**config.mk**
```make
export PLATFORM = sky130hd
export DESIGN_NAME = udp_ack_window_tracker_flat
export DESIGN_NICKNAME = d
export VERILOG_FILES = /design/src/hw/rtl/uawt_pkg.sv /design/src/hw/rtl/uawt_if.sv /design/src/hw/rtl/uawt_ram.sv /design/src/hw/rtl/udp_ack_window_tracker.sv /design/src/flat_wrapper.sv
export SDC_FILE = /design/constraint.sdc
export NUM_CORES = 2
export LEC_CHECK = 0
export BUFFER_PORTS_ARGS = -buffer_cell sky130_fd_sc_hd__buf_4
export CAP_MARGIN = 20
export CORE_UTILIZATION = 39
export CTS_CLUSTER_DIAMETER = 60
export DETAILED_ROUTE_END_ITERATION = 10
export PLACE_DENSITY = 0.58
export SYNTH_ARGS = -nofsm -noshare
export SYNTH_HDL_FRONTEND = slang
export SYNTH_SLANG_ARGS = --single-unit
```
**constraint.sdc**
```tcl
create_clock -name clk_i -period 7.6 [get_ports clk_i]
set_clock_uncertainty 0.15 [all_clocks]
set_input_delay 0.38 -clock clk_i [delete_from_list [all_inputs] [get_ports clk_i]]
set_output_delay 0.38 -clock clk_i [all_outputs]
set_load 0.01 [all_outputs]
```
**src/hw/rtl/uawt_pkg.sv**
```systemverilog
// Package for the ack window tracker: widths, commands, register indexes.
// No dependencies.
package uawt_pkg;
  localparam int unsigned SeqW = 16;
  localparam int unsigned BitsW = 32;
  localparam int unsigned DefSlots = 32;
  localparam logic [15:0] HalfRange = 16'd32767;
  localparam logic [15:0] AgeMax = 16'hFFFF;
  localparam logic [15:0] DropReset = 16'd32;
  localparam logic [15:0] KaReset = 16'd100;

  typedef enum logic [1:0] {
    CmdRelSend = 2'd0,
    CmdUnrelSend = 2'd1,
    CmdRecv = 2'd2,
    CmdTick = 2'd3
  } cmd_e;

  localparam logic [0:0] RegDrop = 1'b0;
  localparam logic [0:0] RegKa = 1'b1;

  function automatic logic newer_than(logic [15:0] a, logic [15:0] b);
    logic [15:0] d;
    d = a - b;
    newer_than = (a != b) && (d <= HalfRange);
  endfunction
endpackage

```
**src/hw/rtl/uawt_if.sv**
```systemverilog
// Channel interfaces: input, output and configuration words.
// No dependencies.
interface uawt_in_if;
  logic valid;
  logic ready;
  logic [1:0] command;
  logic [15:0] rx_seq;
  logic [15:0] rx_ack;
  logic [31:0] rx_ack_bits;
  modport source (output valid, command, rx_seq, rx_ack, rx_ack_bits, input ready);
  modport sink (input valid, command, rx_seq, rx_ack, rx_ack_bits, output ready);
endinterface

interface uawt_out_if;
  logic valid;
  logic ready;
  logic [15:0] tx_seq;
  logic [15:0] tx_ack;
  logic [31:0] tx_ack_bits;
  logic slot_overwritten;
  logic stale_packet;
  logic [31:0] acked_mask;
  logic [31:0] timeout_mask;
  logic keepalive_due;
  modport source (output valid, tx_seq, tx_ack, tx_ack_bits, slot_overwritten,
    stale_packet, acked_mask, timeout_mask, keepalive_due, input ready);
  modport sink (input valid, tx_seq, tx_ack, tx_ack_bits, slot_overwritten,
    stale_packet, acked_mask, timeout_mask, keepalive_due, output ready);
endinterface

interface uawt_cfg_if;
  logic valid;
  logic ready;
  logic [31:0] index;
  logic [15:0] data;
  modport source (output valid, index, data, input ready);
  modport sink (input valid, index, data, output ready);
endinterface

```
**src/hw/rtl/uawt_ram.sv**
```systemverilog
// Generic simple dual-port RAM: one write port, one registered read port.
// No dependencies.
module uawt_ram #(
  parameter int unsigned Width = 32,
  parameter int unsigned Depth = 32
) (
  input  logic                     clk_i,
  input  logic                     we_i,
  input  logic [$clog2(Depth)-1:0] waddr_i,
  input  logic [Width-1:0]         wdata_i,
  input  logic [$clog2(Depth)-1:0] raddr_i,
  output logic [Width-1:0]         rdata_o
);
  logic [Width-1:0] mem_q [Depth];
  always_ff @(posedge clk_i) begin
    if (we_i) mem_q[waddr_i] <= wdata_i;
    rdata_o <= mem_q[raddr_i];
  end
endmodule

```
**src/hw/rtl/udp_ack_window_tracker.sv**
```systemverilog
// Channel  | dir | payload
// in_w     | in  | command, rx_seq, rx_ack, rx_ack_bits
// out_w    | out | tx header, status, masks
// cfg_w    | in  | index, data
// Sends pass through StExec and StDone to the output register, then the next word is taken.
// Receive and tick walk the slot RAM, reading one slot each cycle and handling
// the one before it; a tick writes back the aged entry. A stale receive
// skips the walk, like a send. The output register holds a word until taken;
// the next word is accepted meanwhile, its result waits for the register.
// Slot valid bits are flops.
// Depends on uawt_pkg, uawt_if, uawt_ram.
module udp_ack_window_tracker
  import uawt_pkg::*;
#(
  parameter int unsigned Slots = DefSlots
) (
  input logic clk_i,
  input logic rst_ni,
  uawt_in_if.sink in_w,
  uawt_out_if.source out_w,
  uawt_cfg_if.sink cfg_w
);
  localparam int unsigned AW = (Slots > 1) ? $clog2(Slots) : 1;
  localparam logic [AW-1:0] SlotReset = AW'(16'hFFFF % Slots);
  localparam logic [AW-1:0] SlotLast = AW'(Slots - 1);
  localparam logic [AW:0] WalkEnd = (AW+1)'(Slots);

  typedef enum logic [1:0] {StIdle, StExec, StWalk, StDone} state_e;

  state_e state_q;
  logic [1:0] cmd_q;
  logic [15:0] rxs_q, rxa_q;
  logic [31:0] rxb_q;
  logic [15:0] drop_q, ka_q, lseq_q, pseq_q, idle_q;
  logic [AW-1:0] slot_q;
  logic [31:0] pbits_q;
  logic [Slots-1:0] valid_q;
  logic [AW:0] idx_q;
  logic stale_q, ovw_q;
  logic [31:0] ack_q, exp_q;
  logic out_full_q;

  logic [15:0] out_seq_q, out_pseq_q;
  logic [31:0] out_bits_q, out_ack_q, out_exp_q;
  logic out_ovw_q, out_stale_q, out_ka_q;

  logic ram_we;
  logic [AW-1:0] rd_addr, wr_addr;
  logic [31:0] ram_wd, ram_rd;

  uawt_ram #(.Width(32), .Depth(Slots)) u_slot_ram (
    .clk_i, .we_i(ram_we), .waddr_i(wr_addr), .wdata_i(ram_wd),
    .raddr_i(rd_addr), .rdata_o(ram_rd)
  );

  // walk: read address idx, process entry idx-1 (data returns next cycle)
  logic in_walk;
  logic [AW-1:0] prev;
  logic [15:0] sseq, sage, nage;
  logic [15:0] kd;
  logic ackhit, exphit, pv, hit;
  assign in_walk = (state_q == StWalk) && (idx_q != '0);
  assign prev = AW'(idx_q - 1'b1);
  assign sseq = ram_rd[31:16];
  assign sage = ram_rd[15:0];
  assign pv = valid_q[prev];
  assign kd = rxa_q - sseq;
  assign ackhit = pv && (newer_than(rxa_q, sseq) || sseq == rxa_q) &&
                  (kd < 16'd32) && rxb_q[kd[4:0]];
  assign nage = (sage == AgeMax) ? sage : sage + 16'd1;
  assign exphit = pv && (nage >= drop_q);
  assign hit = in_walk && ((cmd_q == CmdRecv) ? ackhit : exphit);

  // slot of the next sequence: seq mod Slots, back to zero when seq wraps
  logic [15:0] seq_next;
  logic [AW-1:0] slot_next;
  assign seq_next = lseq_q + 16'd1;
  assign slot_next = (seq_next == '0 || slot_q == SlotLast) ? '0 : slot_q + AW'(1);

  always_comb begin
    rd_addr = (idx_q < WalkEnd) ? idx_q[AW-1:0] : '0;
    wr_addr = prev;
    ram_we = 1'b0;
    ram_wd = {sseq, nage};
    if (state_q == StExec) begin
      wr_addr = slot_next;
      ram_we = (cmd_q == CmdRelSend);
      ram_wd = {seq_next, 16'd0};
    end else if (in_walk) begin
      ram_we = (cmd_q == CmdTick) && pv;
    end
  end

  assign in_w.ready = (state_q == StIdle);
  assign cfg_w.ready = 1'b1;

  logic out_load;
  assign out_load = (state_q == StDone) && (!out_full_q || out_w.ready);

  logic [15:0] pseq_d;
  logic [31:0] pbits_d, sh_bits;
  logic [15:0] dd, dn;
  always_comb begin
    pseq_d = pseq_q;
    sh_bits = pbits_q;
    dd = rxs_q - pseq_q;
    if (newer_than(rxs_q, pseq_q)) begin
      sh_bits = (dd < 16'd32) ? (pbits_q << dd[4:0]) : 32'd0;
      pseq_d = rxs_q;
    end
    dn = pseq_d - rxs_q;
    pbits_d = sh_bits | ((dn < 16'd32) ? (32'd1 << dn[4:0]) : 32'd0);
  end

  always_ff @(posedge clk_i or negedge rst_ni) begin
    if (!rst_ni) begin
      state_q <= StIdle;
      cmd_q <= '0;
      rxs_q <= '0;
      rxa_q <= '0;
      rxb_q <= '0;
      drop_q <= DropReset;
      ka_q <= KaReset;
      lseq_q <= 16'hFFFF;
      slot_q <= SlotReset;
      pseq_q <= '0;
      pbits_q <= '0;
      idle_q <= '0;
      valid_q <= '0;
      idx_q <= '0;
      stale_q <= 1'b0;
      ovw_q <= 1'b0;
      ack_q <= '0;
      exp_q <= '0;
      out_full_q <= 1'b0;
      out_seq_q <= '0;
      out_pseq_q <= '0;
      out_bits_q <= '0;
      out_ovw_q <= 1'b0;
      out_stale_q <= 1'b0;
      out_ack_q <= '0;
      out_exp_q <= '0;
      out_ka_q <= 1'b0;
    end else begin
      if (cfg_w.valid && cfg_w.ready) begin
        if (cfg_w.index == 32'(RegDrop)) drop_q <= cfg_w.data;
        else if (cfg_w.index == 32'(RegKa)) ka_q <= cfg_w.data;
      end
      if (out_load) out_full_q <= 1'b1;
      else if (out_w.valid && out_w.ready) out_full_q <= 1'b0;
      if (out_load) begin
        out_seq_q <= lseq_q;
        out_pseq_q <= pseq_q;
        out_bits_q <= pbits_q;
        out_ovw_q <= ovw_q;
        out_stale_q <= stale_q;
        out_ack_q <= ack_q;
        out_exp_q <= exp_q;
        out_ka_q <= (cmd_q == CmdTick) && (idle_q >= ka_q);
      end
      unique case (state_q)
        StIdle: begin
          if (in_w.valid) begin
            cmd_q <= in_w.command;
            rxs_q <= in_w.rx_seq;
            rxa_q <= in_w.rx_ack;
            rxb_q <= in_w.rx_ack_bits;
            ovw_q <= 1'b0; stale_q <= 1'b0;
            ack_q <= '0; exp_q <= '0;
            idx_q <= '0;
            state_q <= StExec;
          end
        end
        StExec: begin
          if (cmd_q == CmdRelSend || cmd_q == CmdUnrelSend) begin
            lseq_q <= seq_next;
            slot_q <= slot_next;
            idle_q <= '0;
            if (cmd_q == CmdRelSend) begin
              ovw_q <= valid_q[slot_next];
              valid_q[slot_next] <= 1'b1;
            end
            state_q <= StDone;
          end else if (cmd_q == CmdRecv) begin
            pseq_q <= pseq_d;
            pbits_q <= pbits_d;
            idle_q <= '0;
            if (newer_than(pseq_d, rxs_q)) begin
              stale_q <= 1'b1;
              state_q <= StDone;
            end else state_q <= StWalk;
          end else begin
            idle_q <= (idle_q == AgeMax) ? idle_q : idle_q + 16'd1;
            state_q <= StWalk;
          end
        end
        StWalk: begin
          if (hit) begin
            valid_q[prev] <= 1'b0;
            if (cmd_q == CmdRecv) ack_q[prev] <= 1'b1;
            else exp_q[prev] <= 1'b1;
          end
          if (idx_q == WalkEnd) state_q <= StDone;
          idx_q <= idx_q + 1'b1;
        end
        StDone: begin
          if (out_load) state_q <= StIdle;
        end
        default: state_q <= StIdle;
      endcase
    end
  end

  assign out_w.valid = out_full_q;
  assign out_w.tx_seq = out_seq_q;
  assign out_w.tx_ack = out_pseq_q;
  assign out_w.tx_ack_bits = out_bits_q;
  assign out_w.slot_overwritten = out_ovw_q;
  assign out_w.stale_packet = out_stale_q;
  assign out_w.acked_mask = out_ack_q;
  assign out_w.timeout_mask = out_exp_q;
  assign out_w.keepalive_due = out_ka_q;
endmodule

```
**src/flat_wrapper.sv**
```systemverilog
// flat-port wrapper written by rule: the top's interface ports become plain ports
module udp_ack_window_tracker_flat import uawt_pkg::*;
#(
  parameter int unsigned Slots = DefSlots
)
  (clk_i, rst_ni, in_w_valid, in_w_command, in_w_rx_seq, in_w_rx_ack, in_w_rx_ack_bits, in_w_ready, out_w_valid, out_w_tx_seq, out_w_tx_ack, out_w_tx_ack_bits, out_w_slot_overwritten, out_w_stale_packet, out_w_acked_mask, out_w_timeout_mask, out_w_keepalive_due, out_w_ready, cfg_w_valid, cfg_w_index, cfg_w_data, cfg_w_ready);
  uawt_in_if in_w_i ();
  uawt_out_if out_w_i ();
  uawt_cfg_if cfg_w_i ();
  input logic clk_i;
  input logic rst_ni;
  input wire logic [$bits(in_w_i.valid)-1:0] in_w_valid;
  input wire logic [$bits(in_w_i.command)-1:0] in_w_command;
  input wire logic [$bits(in_w_i.rx_seq)-1:0] in_w_rx_seq;
  input wire logic [$bits(in_w_i.rx_ack)-1:0] in_w_rx_ack;
  input wire logic [$bits(in_w_i.rx_ack_bits)-1:0] in_w_rx_ack_bits;
  output wire logic [$bits(in_w_i.ready)-1:0] in_w_ready;
  output wire logic [$bits(out_w_i.valid)-1:0] out_w_valid;
  output wire logic [$bits(out_w_i.tx_seq)-1:0] out_w_tx_seq;
  output wire logic [$bits(out_w_i.tx_ack)-1:0] out_w_tx_ack;
  output wire logic [$bits(out_w_i.tx_ack_bits)-1:0] out_w_tx_ack_bits;
  output wire logic [$bits(out_w_i.slot_overwritten)-1:0] out_w_slot_overwritten;
  output wire logic [$bits(out_w_i.stale_packet)-1:0] out_w_stale_packet;
  output wire logic [$bits(out_w_i.acked_mask)-1:0] out_w_acked_mask;
  output wire logic [$bits(out_w_i.timeout_mask)-1:0] out_w_timeout_mask;
  output wire logic [$bits(out_w_i.keepalive_due)-1:0] out_w_keepalive_due;
  input wire logic [$bits(out_w_i.ready)-1:0] out_w_ready;
  input wire logic [$bits(cfg_w_i.valid)-1:0] cfg_w_valid;
  input wire logic [$bits(cfg_w_i.index)-1:0] cfg_w_index;
  input wire logic [$bits(cfg_w_i.data)-1:0] cfg_w_data;
  output wire logic [$bits(cfg_w_i.ready)-1:0] cfg_w_ready;
  assign in_w_i.valid = in_w_valid;
  assign in_w_i.command = in_w_command;
  assign in_w_i.rx_seq = in_w_rx_seq;
  assign in_w_i.rx_ack = in_w_rx_ack;
  assign in_w_i.rx_ack_bits = in_w_rx_ack_bits;
  assign in_w_ready = in_w_i.ready;
  assign out_w_valid = out_w_i.valid;
  assign out_w_tx_seq = out_w_i.tx_seq;
  assign out_w_tx_ack = out_w_i.tx_ack;
  assign out_w_tx_ack_bits = out_w_i.tx_ack_bits;
  assign out_w_slot_overwritten = out_w_i.slot_overwritten;
  assign out_w_stale_packet = out_w_i.stale_packet;
  assign out_w_acked_mask = out_w_i.acked_mask;
  assign out_w_timeout_mask = out_w_i.timeout_mask;
  assign out_w_keepalive_due = out_w_i.keepalive_due;
  assign out_w_i.ready = out_w_ready;
  assign cfg_w_i.valid = cfg_w_valid;
  assign cfg_w_i.index = cfg_w_index;
  assign cfg_w_i.data = cfg_w_data;
  assign cfg_w_ready = cfg_w_i.ready;
  udp_ack_window_tracker #(.Slots(Slots)) u_core (.clk_i(clk_i), .rst_ni(rst_ni), .in_w(in_w_i), .out_w(out_w_i), .cfg_w(cfg_w_i));
endmodule
```
==> metrics.yaml <==
clock_network:
  cts.clk_slew.worst_paths_ns: 0.06
  htreeDepth: 4
  numCtsBuffers: 161
  cts_tree: "done"
  cts_root_buf: "clkbuf_16"
  cts.sinks: 1477
  clk_latency_ns: 0.79
  clk_path_buf_depth: 3
  post_cts_buffers: 0
  ctsResizeCount: 0
sta:
  setup_tns_ns: 0
  slew_violations: 0
  layout_setup_ws_ns: 1.277
  max-slew-margin-rel_pct: 23.86
  min_period_over_period_pct: 83.19
  min_period_ns: 6.323
  fmax_mhz: 158.2
  rsz0062_at_grt: "false"
  tightest_slew_ns: 1.110
  setup_violations: 0
  hold_viol: 0
critical_path:
  arrival_ns: 6.82
  start_kind: "flop"
  regToRegEndpoint: "u_core.pbits_q[21]$_DFFE_PN0P_"
  cp-end-kind: "flop"
  cp.required_ns: 8.10
  crit_start: "u_core.pseq_q[4]$_DFFE_PN0P_"
  reg2reg_depth: 22
  crit_chain: "inv_1, ha_1, o21ai_0, a21boi_0, o21ai_0, a21o_1, a31oi_1, nor2_1, a21oi_2, nor2_1, a21oi_1, ha_1, fa_1, nor2b_1, o21ai_0, a21oi_1, o31ai_1, a211oi_1, o21ai_0, mux2i_1, a211o_1, o41ai_1"
  critical_path.max_fanout: 32
  cp_common_cell: "o21ai_0"
  max_stage_delay_ns: 0.69
  worstSetupEndpoint: "u_core.pbits_q[21]$_DFFE_PN0P_"
  cp_slowest_cell: "a211o_1"
  r2r_slack_ns: 1.28
  reg2reg_from: "u_core.pseq_q[4]$_DFFE_PN0P_"
  worst-setup-path-type: "flop to flop"
pwr:
  power_switching_w: 0.01234
  fin_total_pwr_w: 0.03209
  p_per_area_mw_per_mm2: 424.6
  power_frac_seq_pct: 34.6
  p_sw_share_pct: 38.44
  combPwrFrac_pct: 41.7
  pwr-share-clk_pct: 23.7
  intPower_w: 0.01976
  ir_drop_uv: 234.9
  power.leakage_nw: 27.89
logic_synthesis:
  synth_seq_cells: 1477
  synth_edf_count: 1024
  netlist_instances: 4321
  synthesis.area_mm2: 0.06432
  yosysWarnings: 0
  ys_types: 79
  synth_nets: 4535
  synthArstFlopShare_pct: 28.50
  synth-main-ff-cell: "edfxtp_1"
  ys_seq_area_share_pct: 65.23
  synth.avg_cell_area_um2: 14.89
place:
  numPortBuffers: 251
  pre_cts_ws_ns: 1.372
  gp_congestion: 0.8837
  post_dp_cell_area_mm2: 0.06938
  hpwl_um: 108200
global_routing:
  overflow: 0
  grt_usage_pct: 19.98
  grt_pass1_vias: 38560
  grt_max_degree: 148
  grt_pass1_wl_um: 251300
  antenna_found_initial: 4
flow_run:
  cap_violations: 0
die:
  die_h_um: 408.1
  io_pins: 253
  start_util_pct: 39.38
  core_mm2: 0.1633
  die_w_um: 408.1
  num_rows: 148
  die-area_mm2: 0.1666
detailed_routing:
  ant_nets: 0
  vias: 38430
  drt-total-wl_um: 167600
  drt_iter0_drc: 3627
  drc: 0
  drt_first_pass_iters: 6
  viasPerCell: 5.498
  routedWlPerCell_um: 23.98
cells_and_area:
  area_delta_synth_final_pct: 17.52
  drive_gt1_share_pct: 24.20
  final_net_count: 4895
  fillers: 14170
  final_common_cell: "edfxtp_1"
  final_cell_mix: "edfxtp_1, dfrtp_1, buf_4"
  finalInstanceArea_mm2: 0.07559
hold_path:
  hold_path_class: "input pin to asynchronous set/reset pin"
run_status:
  outcome: "completed"
==> cell families after synthesis <==
kind of cell / share of synthesized area, %
flip-flops: 65.23
buffers and inverters: 2.216
XOR/XNOR: 1.222
other: 0.005830
AND/OR/NAND/NOR: 5.787
multiplexers: 16.50
adder cells (fa/ha/maj): 1.883
AO/OA/AOI/OAI: 7.161
==> synthesized netlist by cell type (all sizes together) (92+ instances only) <==
library cell	n	share of area, %
ha	92	1.8
mux2i	304	4.7
inv	108	0.63
o21ai	214	1.7
nor2	215	1.3
edfxtp	1024	48
dfrtp	396	15
clkbuf	190	1.1
mux4	221	7.7
o22ai	139	1.4
mux2	230	4.0
nand2	311	1.8
==> state kept, by name, summed over array words and instances, names as in the netlist, 32 cells and up <==
name,count
u_core.u_slot_ram.rdata_o,32
u_core.exp_q,32
u_core.out_w.tx_ack_bits,32
u_core.rxb_q,32
u_core.valid_q,32
u_core.u_slot_ram.mem_q,1024
u_core.out_w.acked_mask,32
u_core.pbits_q,32
u_core.out_w.timeout_mask,32
u_core.ack_q,32
==> layer usage <==
layer,track usage (%),up-vias,share of wire (%)
met5,0,-,0
met4,6.047,0,2.6
met3,3.144,221,5.1
met2,32.17,1111,48
met1,27.84,19680,44
li1,-,17420,-
==> power by group through the flow <==
stage	registers, W	clock network, W	logic [W]
after detailed placement	0.0113	0	0.0133
after global routing	0.0112	0.00806	0.0145
after global placement	0.0113	0	0.0132
after CTS	0.0111	0.00777	0.0134
after floorplan	0.0110	0	0.00897
final	0.0111	0.00761	0.0134
==> what timing repair did <==
action,CTS,global route
hold buffers,95,0
setup endpoints to repair,0,0
hold endpoints to repair,186,0
==> area by class of cell <==
class	instances	area (um2)	area share, %
clock inverter	83	753.2	0.9965
antenna	4	10.01	0.01324
tap	2175	2721	3.600
timing repair buffer	457	3819	5.052
sequential	1477	41960	55.52
inverter	108	405.4	0.5363
multi-input combinational	2476	21500	28.44
clock buffer	209	4417	5.843
==> metrics by stage <==
stage | cells | hold WS, ns | util [%]
4_1_cts | 6981 | 0.03364 | 46.22
2_1_floorplan | 4321 | -0.06559 | -
6_report | 6989 | 0.05979 | 46.28
3_3_place_gp | 6586 | 0.2958 | 42.41
5_1_grt | 6986 | 0.1086 | 46.28
3_5_place_dp | 6594 | 0.2920 | 42.48
==> how the worst min path moves through the flow <==
stage / start / to / slack, ns
after floorplan: rst_ni / u_core.ack_q[0]$_DFFE_PN0P_ / -0.07
after global placement: rst_ni / u_core.out_w.timeout_mask[25]$_DFFE_PN0P_ / 0.30
after CTS: rst_ni / u_core.ack_q[26]$_DFFE_PN0P_ / 0.03
after global routing: rst_ni / u_core.out_w.timeout_mask[21]$_DFFE_PN0P_ / 0.11
final: rst_ni / u_core.out_w.timeout_mask[21]$_DFFE_PN0P_ / 0.06
after detailed placement: rst_ni / u_core.out_w.timeout_mask[21]$_DFFE_PN0P_ / 0.29
==> critical path, delay by kind of cell (launching register included) <==
kind | cells | cell delay [ns]
AO/OA/AOI/OAI | 14 | 4.29
adder cells (fa/ha/maj) | 3 | 0.90
flip-flops | 1 | 0.37
AND/OR/NAND/NOR | 3 | 0.28
multiplexers | 1 | 0.11
buffers and inverters | 1 | 0.07
(Power assumes the default switching activity.)
